File: config.mk
export PLATFORM = sky130hd
export DESIGN_NAME = midpoint_ellipse_rasterizer
export DESIGN_NICKNAME = d
export VERILOG_FILES = /design/src/hw/rtl/mer_pkg.sv /design/src/hw/rtl/midpoint_ellipse_rasterizer.sv /design/src/hw/rtl/mer_datapath.sv /design/src/hw/rtl/mer_ctrl.sv
export SDC_FILE = /design/constraint.sdc
export NUM_CORES = 2
export LEC_CHECK = 0
export BUFFER_PORTS_ARGS = -buffer_cell sky130_fd_sc_hd__buf_2
export CORE_MARGIN = 5
export CORE_UTILIZATION = 40
export DETAILED_ROUTE_END_ITERATION = 10
export GPL_TIMING_DRIVEN = 0
export PLACE_DENSITY_LB_ADDON = 0.2
export SYNTH_ARGS = -nofsm -noshare
export SYNTH_HDL_FRONTEND = slang
export SYNTH_HIERARCHICAL = 1
export SYNTH_SLANG_ARGS = --single-unit
File: constraint.sdc
create_clock -name aclk -period 20.1 [get_ports aclk]
set_input_delay 5.025 -clock aclk [delete_from_list [all_inputs] [get_ports aclk]]
set_output_delay 5.025 -clock aclk [all_outputs]
set_load 0.05 [all_outputs]
File: src/hw/rtl/mer_pkg.sv
// Shared constants, types and codes for the midpoint ellipse rasterizer.
`timescale 1ns / 1ps
`default_nettype none
package mer_pkg;

    localparam int COORD_BITS = 12;
    localparam int OUT_W      = COORD_BITS + 2;       // signed output coordinates
    localparam int SQ_W       = 2 * COORD_BITS;       // radius squared
    localparam int TSQ_W      = SQ_W + 1;             // twice radius squared
    localparam int MB_W       = COORD_BITS + 2;       // signed multiplier b operand
    localparam int PROD_W     = TSQ_W + MB_W;         // signed product
    localparam int ERR_W      = 3 * COORD_BITS + 8;   // error and step terms
    localparam int STOP_W     = 3 * COORD_BITS + 4;   // region stop terms
    localparam int CFG_IDX_W  = 2;

    typedef enum logic [CFG_IDX_W-1:0] {
        REG_CENTER_X  = 2'd0,
        REG_CENTER_Y  = 2'd1,
        REG_FILL_MODE = 2'd2
    } cfg_index_t;

    // One multiplication per set-up cycle.
    typedef enum logic [2:0] {
        MUL_NONE   = 3'd0,
        MUL_RX_SQ  = 3'd1,
        MUL_RY_SQ  = 3'd2,
        MUL_STEP_X = 3'd3,
        MUL_STOP_X = 3'd4,
        MUL_STEP_Y = 3'd5,
        MUL_STOP_Y = 3'd6
    } mul_op_t;

    typedef enum logic [7:0] {
        ST_IDLE   = 8'b0000_0001,
        ST_RX_SQ  = 8'b0000_0010,
        ST_RY_SQ  = 8'b0000_0100,
        ST_STEP_X = 8'b0000_1000,
        ST_STOP_X = 8'b0001_0000,
        ST_STEP_Y = 8'b0010_0000,
        ST_STOP_Y = 8'b0100_0000,
        ST_RUN    = 8'b1000_0000
    } ctrl_state_t;

    typedef struct packed {
        logic    load;
        logic    tick;
        mul_op_t mul_op;
    } dp_cmd_t;

    typedef struct packed {
        logic last_tick;
    } dp_status_t;

endpackage
`default_nettype wire

File: src/hw/rtl/midpoint_ellipse_rasterizer.sv
// A tick word's group is written into the output register in the cycle after the word is accepted.
// Throughput: one tick word and one group per cycle while the output side keeps up.
// A start word is a load followed by six steps of the shared set-up multiplier;
// no input word is accepted during the six multiplier steps.
// Reset (aresetn low at a clock edge) clears the center, fill mode, state and output valid.
`timescale 1ns / 1ps
`default_nettype none
module midpoint_ellipse_rasterizer
    import mer_pkg::*;
(
    input  wire logic                    aclk,
    input  wire logic                    aresetn,
    input  wire logic                    cfg_valid,
    output logic                         cfg_ready,
    input  wire logic [CFG_IDX_W-1:0]    cfg_index,
    input  wire logic [COORD_BITS-1:0]   cfg_data,
    input  wire logic                    s_valid,
    output logic                         s_ready,
    input  wire logic                    s_start_req,
    input  wire logic [COORD_BITS-1:0]   s_corner_x,
    input  wire logic [COORD_BITS-1:0]   s_corner_y,
    input  wire logic                    s_pen_set,
    output logic                         m_valid,
    input  wire logic                    m_ready,
    output logic signed [OUT_W-1:0]      m_x_left,
    output logic signed [OUT_W-1:0]      m_x_right,
    output logic signed [OUT_W-1:0]      m_y_upper,
    output logic signed [OUT_W-1:0]      m_y_lower,
    output logic                         m_pixel_value,
    output logic                         m_is_span,
    output logic                         m_last
);

    dp_cmd_t    cmd;
    dp_status_t status;

    assign cfg_ready = 1'b1;

    mer_ctrl u_ctrl (
        .aclk      (aclk),
        .aresetn   (aresetn),
        .s_valid   (s_valid),
        .s_ready   (s_ready),
        .start_req (s_start_req),
        .m_valid   (m_valid),
        .m_ready   (m_ready),
        .status    (status),
        .cmd       (cmd)
    );

    mer_datapath u_datapath (
        .aclk        (aclk),
        .aresetn     (aresetn),
        .cfg_we      (cfg_valid && cfg_ready),
        .cfg_index   (cfg_index),
        .cfg_data    (cfg_data),
        .cmd         (cmd),
        .status      (status),
        .corner_x    (s_corner_x),
        .corner_y    (s_corner_y),
        .pen_set     (s_pen_set),
        .x_left      (m_x_left),
        .x_right     (m_x_right),
        .y_upper     (m_y_upper),
        .y_lower     (m_y_lower),
        .pixel_value (m_pixel_value),
        .is_span     (m_is_span),
        .last        (m_last)
    );

endmodule
`default_nettype wire

File: src/hw/rtl/mer_datapath.sv
// Datapath: configuration registers, set-up multiplier and per-tick midpoint stepping.
`timescale 1ns / 1ps
`default_nettype none
module mer_datapath
    import mer_pkg::*;
(
    input  wire logic                         aclk,
    input  wire logic                         aresetn,
    input  wire logic                         cfg_we,
    input  wire logic [CFG_IDX_W-1:0]         cfg_index,
    input  wire logic [COORD_BITS-1:0]        cfg_data,
    input  wire dp_cmd_t                      cmd,
    output dp_status_t                        status,
    input  wire logic [COORD_BITS-1:0]        corner_x,
    input  wire logic [COORD_BITS-1:0]        corner_y,
    input  wire logic                         pen_set,
    output logic signed [OUT_W-1:0]           x_left,
    output logic signed [OUT_W-1:0]           x_right,
    output logic signed [OUT_W-1:0]           y_upper,
    output logic signed [OUT_W-1:0]           y_lower,
    output logic                              pixel_value,
    output logic                              is_span,
    output logic                              last
);

    logic [COORD_BITS-1:0]     center_x_reg, center_y_reg;
    logic                      fill_mode_reg;
    logic [COORD_BITS-1:0]     radius_x_reg, radius_y_reg;
    logic                      pen_reg;
    logic [SQ_W-1:0]           a_sq_reg, b_sq_reg;
    logic [OUT_W-1:0]          x_off_reg, y_off_reg;
    logic signed [ERR_W-1:0]   step_x_reg, step_y_reg, err_reg, step_y2_reg;
    logic signed [STOP_W-1:0]  stop_x_reg, stop_y_reg, stop_y2_reg;
    logic                      region2_reg;

    logic [OUT_W-1:0]          x_off_next, y_off_next;
    logic signed [ERR_W-1:0]   step_x_next, step_y_next, err_next;
    logic signed [STOP_W-1:0]  stop_x_next, stop_y_next;
    logic                      region2_next;

    // Radii from the corner, forced to at least one.
    logic signed [COORD_BITS:0] dx, dy;
    logic [COORD_BITS-1:0]      abs_dx, abs_dy, rad_x, rad_y;

    always_comb begin
        dx = $signed({1'b0, corner_x}) - $signed({1'b0, center_x_reg});
        dy = $signed({1'b0, corner_y}) - $signed({1'b0, center_y_reg});
        abs_dx = dx[COORD_BITS] ? COORD_BITS'(-dx) : dx[COORD_BITS-1:0];
        abs_dy = dy[COORD_BITS] ? COORD_BITS'(-dy) : dy[COORD_BITS-1:0];
        rad_x = (abs_dx == '0) ? COORD_BITS'(1) : abs_dx;
        rad_y = (abs_dy == '0) ? COORD_BITS'(1) : abs_dy;
    end

    // Shared set-up multiplier.
    logic [SQ_W-1:0]           mul_a;
    logic signed [MB_W-1:0]    mul_b;
    logic signed [TSQ_W-1:0]   mul_a_s;
    logic signed [PROD_W-1:0]  prod;

    always_comb begin
        case (cmd.mul_op)
            MUL_RX_SQ: begin
                mul_a = SQ_W'(radius_x_reg);
                mul_b = $signed({2'b00, radius_x_reg});
            end
            MUL_RY_SQ: begin
                mul_a = SQ_W'(radius_y_reg);
                mul_b = $signed({2'b00, radius_y_reg});
            end
            MUL_STEP_X: begin
                mul_a = b_sq_reg;
                mul_b = $signed(MB_W'(1)) - $signed({1'b0, radius_x_reg, 1'b0});
            end
            MUL_STOP_X: begin
                mul_a = b_sq_reg;
                mul_b = $signed({2'b00, radius_x_reg});
            end
            MUL_STEP_Y: begin
                mul_a = a_sq_reg;
                mul_b = $signed(MB_W'(1)) - $signed({1'b0, radius_y_reg, 1'b0});
            end
            MUL_STOP_Y: begin
                mul_a = a_sq_reg;
                mul_b = $signed({2'b00, radius_y_reg});
            end
            default: begin
                mul_a = '0;
                mul_b = '0;
            end
        endcase
        mul_a_s = $signed({1'b0, mul_a});
        prod    = mul_a_s * mul_b;
    end

    // Twice the squared radii, widened for the error and stop arithmetic.
    logic signed [ERR_W-1:0]  tsa_e, tsb_e;
    logic signed [STOP_W-1:0] tsa_s, tsb_s;
    logic signed [ERR_W-1:0]  err_mid;
    logic signed [ERR_W:0]    test;
    logic                     take_diag;

    always_comb begin
        tsa_e = $signed(ERR_W'({a_sq_reg, 1'b0}));
        tsb_e = $signed(ERR_W'({b_sq_reg, 1'b0}));
        tsa_s = $signed(STOP_W'({a_sq_reg, 1'b0}));
        tsb_s = $signed(STOP_W'({b_sq_reg, 1'b0}));

        x_off_next   = x_off_reg;
        y_off_next   = y_off_reg;
        step_x_next  = step_x_reg;
        step_y_next  = step_y_reg;
        stop_x_next  = stop_x_reg;
        stop_y_next  = stop_y_reg;
        region2_next = region2_reg;
        status.last_tick = 1'b0;

        if (!region2_reg) begin
            // Region one: y always steps, x steps when the midpoint is outside.
            err_mid   = err_reg + step_y_reg;
            test      = $signed({err_mid, 1'b0}) + $signed({step_x_reg[ERR_W-1], step_x_reg});
            take_diag = !test[ERR_W] && (test != '0);
            y_off_next  = y_off_reg + OUT_W'(1);
            stop_y_next = stop_y_reg + tsa_s;
            step_y_next = step_y_reg + tsa_e;
            err_next    = err_mid;
            if (take_diag) begin
                x_off_next  = x_off_reg - OUT_W'(1);
                stop_x_next = stop_x_reg - tsb_s;
                err_next    = err_mid + step_x_reg;
                step_x_next = step_x_reg + tsb_e;
            end
            if (!(stop_x_next >= stop_y_next)) begin
                region2_next = 1'b1;
                x_off_next   = '0;
                y_off_next   = OUT_W'(radius_y_reg);
                step_x_next  = $signed(ERR_W'(b_sq_reg));
                step_y_next  = step_y2_reg;
                err_next     = '0;
                stop_x_next  = '0;
                stop_y_next  = stop_y2_reg;
            end
        end else begin
            // Region two: x always steps, y steps when the midpoint is outside.
            err_mid   = err_reg + step_x_reg;
            test      = $signed({err_mid, 1'b0}) + $signed({step_y_reg[ERR_W-1], step_y_reg});
            take_diag = !test[ERR_W] && (test != '0);
            x_off_next  = x_off_reg + OUT_W'(1);
            stop_x_next = stop_x_reg + tsb_s;
            step_x_next = step_x_reg + tsb_e;
            err_next    = err_mid;
            if (take_diag) begin
                y_off_next  = y_off_reg - OUT_W'(1);
                stop_y_next = stop_y_reg - tsa_s;
                err_next    = err_mid + step_y_reg;
                step_y_next = step_y_reg + tsa_e;
            end
            if (!(stop_x_next <= stop_y_next)) begin
                status.last_tick = 1'b1;
                region2_next     = 1'b0;
            end
        end
    end

    always_ff @(posedge aclk) begin
        if (!aresetn) begin
            center_x_reg  <= '0;
            center_y_reg  <= '0;
            fill_mode_reg <= 1'b0;
        end else if (cfg_we) begin
            case (cfg_index)
                REG_CENTER_X:  center_x_reg  <= cfg_data;
                REG_CENTER_Y:  center_y_reg  <= cfg_data;
                REG_FILL_MODE: fill_mode_reg <= cfg_data[0];
                default: ;
            endcase
        end
    end

    always_ff @(posedge aclk) begin
        if (!aresetn) begin
            region2_reg <= 1'b0;
        end else if (cmd.load) begin
            region2_reg <= 1'b0;
        end else if (cmd.tick) begin
            region2_reg <= region2_next;
        end
    end

    always_ff @(posedge aclk) begin
        if (cmd.load) begin
            radius_x_reg <= rad_x;
            radius_y_reg <= rad_y;
            pen_reg      <= pen_set;
        end
        case (cmd.mul_op)
            MUL_RX_SQ:  a_sq_reg <= prod[SQ_W-1:0];
            MUL_RY_SQ: begin
                b_sq_reg   <= prod[SQ_W-1:0];
                // Region one start point; a_sq_reg is ready by now.
                x_off_reg  <= OUT_W'(radius_x_reg);
                y_off_reg  <= '0;
                step_y_reg <= $signed(ERR_W'(a_sq_reg));
                err_reg    <= '0;
                stop_y_reg <= '0;
            end
            MUL_STEP_X: step_x_reg  <= $signed({{(ERR_W-PROD_W){prod[PROD_W-1]}}, prod});
            MUL_STOP_X: stop_x_reg  <= $signed({prod, 1'b0});
            MUL_STEP_Y: step_y2_reg <= $signed({{(ERR_W-PROD_W){prod[PROD_W-1]}}, prod});
            MUL_STOP_Y: stop_y2_reg <= $signed({prod, 1'b0});
            default: ;
        endcase
        if (cmd.tick) begin
            x_off_reg   <= x_off_next;
            y_off_reg   <= y_off_next;
            step_x_reg  <= step_x_next;
            step_y_reg  <= step_y_next;
            err_reg     <= err_next;
            stop_x_reg  <= stop_x_next;
            stop_y_reg  <= stop_y_next;
            x_left      <= $signed(OUT_W'(center_x_reg)) - $signed(x_off_reg);
            x_right     <= $signed(OUT_W'(center_x_reg)) + $signed(x_off_reg);
            y_upper     <= $signed(OUT_W'(center_y_reg)) - $signed(y_off_reg);
            y_lower     <= $signed(OUT_W'(center_y_reg)) + $signed(y_off_reg);
            pixel_value <= pen_reg;
            is_span     <= fill_mode_reg;
            last        <= status.last_tick;
        end
    end

endmodule
`default_nettype wire

File: src/hw/rtl/mer_ctrl.sv
// Controller: set-up sequence, run state and the input and output handshakes.
`timescale 1ns / 1ps
`default_nettype none
module mer_ctrl
    import mer_pkg::*;
(
    input  wire logic       aclk,
    input  wire logic       aresetn,
    input  wire logic       s_valid,
    output logic            s_ready,
    input  wire logic       start_req,
    output logic            m_valid,
    input  wire logic       m_ready,
    input  wire dp_status_t status,
    output dp_cmd_t         cmd
);

    ctrl_state_t state_reg, state_next;
    logic        m_valid_reg, m_valid_next;
    logic        accept;

    always_comb begin
        // A tick in the run state needs room in the output register.
        s_ready = (state_reg == ST_IDLE) ||
                  ((state_reg == ST_RUN) && (!m_valid_reg || m_ready));
        accept   = s_valid && s_ready;
        cmd.load = accept && start_req;
        cmd.tick = accept && !start_req && (state_reg == ST_RUN);

        case (state_reg)
            ST_RX_SQ:  cmd.mul_op = MUL_RX_SQ;
            ST_RY_SQ:  cmd.mul_op = MUL_RY_SQ;
            ST_STEP_X: cmd.mul_op = MUL_STEP_X;
            ST_STOP_X: cmd.mul_op = MUL_STOP_X;
            ST_STEP_Y: cmd.mul_op = MUL_STEP_Y;
            ST_STOP_Y: cmd.mul_op = MUL_STOP_Y;
            default:   cmd.mul_op = MUL_NONE;
        endcase

        state_next = state_reg;
        case (state_reg)
            ST_IDLE: begin
                if (cmd.load) state_next = ST_RX_SQ;
            end
            ST_RX_SQ:  state_next = ST_RY_SQ;
            ST_RY_SQ:  state_next = ST_STEP_X;
            ST_STEP_X: state_next = ST_STOP_X;
            ST_STOP_X: state_next = ST_STEP_Y;
            ST_STEP_Y: state_next = ST_STOP_Y;
            ST_STOP_Y: state_next = ST_RUN;
            ST_RUN: begin
                if (cmd.load) begin
                    state_next = ST_RX_SQ;
                end else if (cmd.tick && status.last_tick) begin
                    state_next = ST_IDLE;
                end
            end
            default: state_next = ST_IDLE;
        endcase

        if (cmd.tick) begin
            m_valid_next = 1'b1;
        end else if (m_ready) begin
            m_valid_next = 1'b0;
        end else begin
            m_valid_next = m_valid_reg;
        end
        m_valid = m_valid_reg;
    end

    always_ff @(posedge aclk) begin
        if (!aresetn) begin
            state_reg   <= ST_IDLE;
            m_valid_reg <= 1'b0;
        end else begin
            state_reg   <= state_next;
            m_valid_reg <= m_valid_next;
        end
    end

endmodule
`default_nettype wire

==> flow_metrics.tcl <==
set metrics [dict create \
    crit_required_ps 20540 \
    grt_use_total_pct 29.2 \
    cpPeakStageDelay_ps 1190 \
    drtAntennaViolNets 0 \
    top_usage_layer "met2" \
    drc 0 \
    cp_top_family "compound AO/OA/AOI/OAI gates" \
    synth_edf_count 448 \
    netlist_area_sq_um 60800 \
    p_per_area_nw_per_um2 35.5 \
    drt_iter0_markers 5935 \
    antenna_found_initial 7 \
    end_kind "register" \
    report.final.slew_viol_count 10 \
    synth_top_cell_area_share_pct 22.1 \
    grt_max_degree 59 \
    die_h_um 400 \
    ys_seq_area_share_pct 23.3 \
    ys.flop_type "edfxtp_1" \
    ff2ff_setup_slack_ps 2010 \
    p_leak_nw 28.5 \
    path_buf_inv 12 \
    async_flop_share_pct 0 \
    finalHoldViolations 0 \
    hold_class "reg -> reg" \
    finalSetupViolCount 0 \
    clock_sinks 483 \
    ctsResizeCount 0 \
    finalCriticalPeriod_ps 18090 \
    ys_types 97 \
    avgRoutedWirePerCell_um 25.4 \
    grt_use_met2_pct 46.5 \
    final_util_pct 43.6 \
    ys_warn_count 6 \
    postCtsHoldBufs 0 \
    vias 56900 \
    cp_slowest_cell "a2111oi_0" \
    synth_seq_cells 483 \
    cts_tree "built" \
    wirelength_um 240000 \
    cts.clk_slew.worst_paths_ps 60 \
    io_pins 107 \
    worstPathMaxFanout 16 \
    cts_buffer_depth 3 \
    grtUsageMet3_pct 3.76 \
    dp_hpwl_um 198000 \
    violations "max-capacitance violations, max-slew violations" \
    clk_latency_ps 710 \
    run_status "finished, violations left" \
    synth_largest_area_cell "edfxtp_1" \
    finalNetCount 8361 \
    cts.htree.levels 2 \
    cts_buffers 60 \
    first_global_vias 55100 \
    firstDrtPassIters 8 \
    syn-num-nets 8182 \
    skew_ps 70.2 \
    post_cts_buffers 0 \
    place.gp.congestion 1.01 \
    worstSetupPathType "reg -> reg" \
    gr-total-overflow 0 \
    clockRootBuffer "clkbuf_16" \
    area_growth_pct 8.74 \
    max_freq_ghz 0.0553 \
    start_util_pct 40.1 \
    period_share_pct 90.0 \
    rsz0062_at_grt "false" \
    final_cell_mix "nor2_1, ha_1, nand2_1" \
    synth.avg_cell_area_sq_um 8.48 \
    tightest_slew_ps 1500 \
    arrival_ps 18530 \
    portBuffers 105 \
    cap_violations 1 \
    num_rows 143 \
    place_area_sq_um 64100 \
    die_width_um 400 \
    vias_per_cell 6.03 \
    design_area_sq_um 66100 \
    ys_top_cells_by_area "edfxtp_1, ha_1, fa_1" \
    drive_gt1_share_pct 4.76 \
    final_common_cell "nor2_1" \
    slew-limit-headroom_pct -0.321 \
    grt_pass1_wl_um 351000 \
    peakVddDrop_mv 0.0710 \
    cp-start-kind "register" \
    groute.layer.met1.usage_pct 39.5 \
    core_area_sq_um 152000 \
    syn_inst 7167 \
    die-area_sq_um 160000 \
]
[final timing paths]
| kind | from | to | cells after the start |
|---|---|---|---|
| max | u_datapath/step_y_reg[0] | u_datapath/step_x_reg[33] | 51 |
| min | u_datapath/fill_mode_reg | u_datapath/is_span | 0 |
| max reg2reg | u_datapath/step_y_reg[0] | u_datapath/step_x_reg[33] | 51 |
| min reg2reg | u_datapath/fill_mode_reg | u_datapath/is_span | 0 |
[power breakdown]
group	internal (mW)	total [mW]	switching (mW)
sequential	1.10	1.12	0.0204
combinational	0.0476	0.120	0.0723
clock	0.627	1.11	0.480
total	1.77	2.34	0.572
[cells in the mapped netlist, types with 21 or more instances]
library cell and count:
a21o_1 216, o31ai_1 37, o21ai_0 352, clkbuf_1 259, nor2_1 703, nor3_1 136, a31oi_1 75, dfxtp_1 35
inv_1 568, fa_1 280, a221oi_1 35, o211ai_1 49, o221ai_1 24, o21a_1 81, and3_1 63, ha_1 690
a22o_1 25, nand4_1 82, nand2_1 645, a21boi_0 24, mux2i_1 54, a21oi_1 603, or3_1 48, and2_1 63
nor2b_1 77, nand3_1 123, or4_1 26, xor2_1 196, xnor2_1 357, edfxtp_1 448, a22oi_1 31, nand2b_1 101
a211oi_1 63, o22ai_1 60, or2_2 21, o21bai_1 76, a221o_1 31, nor4_1 50, mux2_2 46
[per-layer routing]
layer	vias up	part of all wire, %
met5	-	0.014
met4	4	5.5
met3	423	8.1
met2	2377	44
met1	28000	42
li1	26100	-
[cell type report]
class,count,area (sq um)
antenna,1,2.50
buffer,294,1180
clock buffer,64,1520
clock inverter,50,467
fill,15300,85400
inverter,571,2150
multi-input combinational,5819,43400
sequential,483,14200
tap,2030,2540
timing repair buffer,117,741
[metrics by stage]
step	hold WS, ps	worst slack, ps	setup TNS [ps]	power (mW)	std cells
final	438	2010	0	2.34	9429
after CTS	435	2130	0	2.36	9427
after global routing	447	1750	0	2.42	9428
after global placement	411	-1570	-70300	1.25	9302
after detailed placement	406	2190	0	1.25	9313
after floorplan	400	8300	0	1.21	7167
[logic make-up (layout without fill, tap and decap cells)]
group | Yosys count | after routing | synth area share, %
AO/OA/AOI/OAI | 1978 | 1978 | 21.0
adder cells (fa/ha/maj) | 970 | 970 | 23.4
AND/OR/NAND/NOR | 2216 | 2216 | 17.1
buffers and inverters | 865 | 1096 | 5.46
other | 1 | 2 | 0.00617
multiplexers | 101 | 101 | 1.77
XOR/XNOR | 553 | 553 | 7.97
flip-flops | 483 | 483 | 23.3
Note: power is estimated with default switching activity, not from simulation.
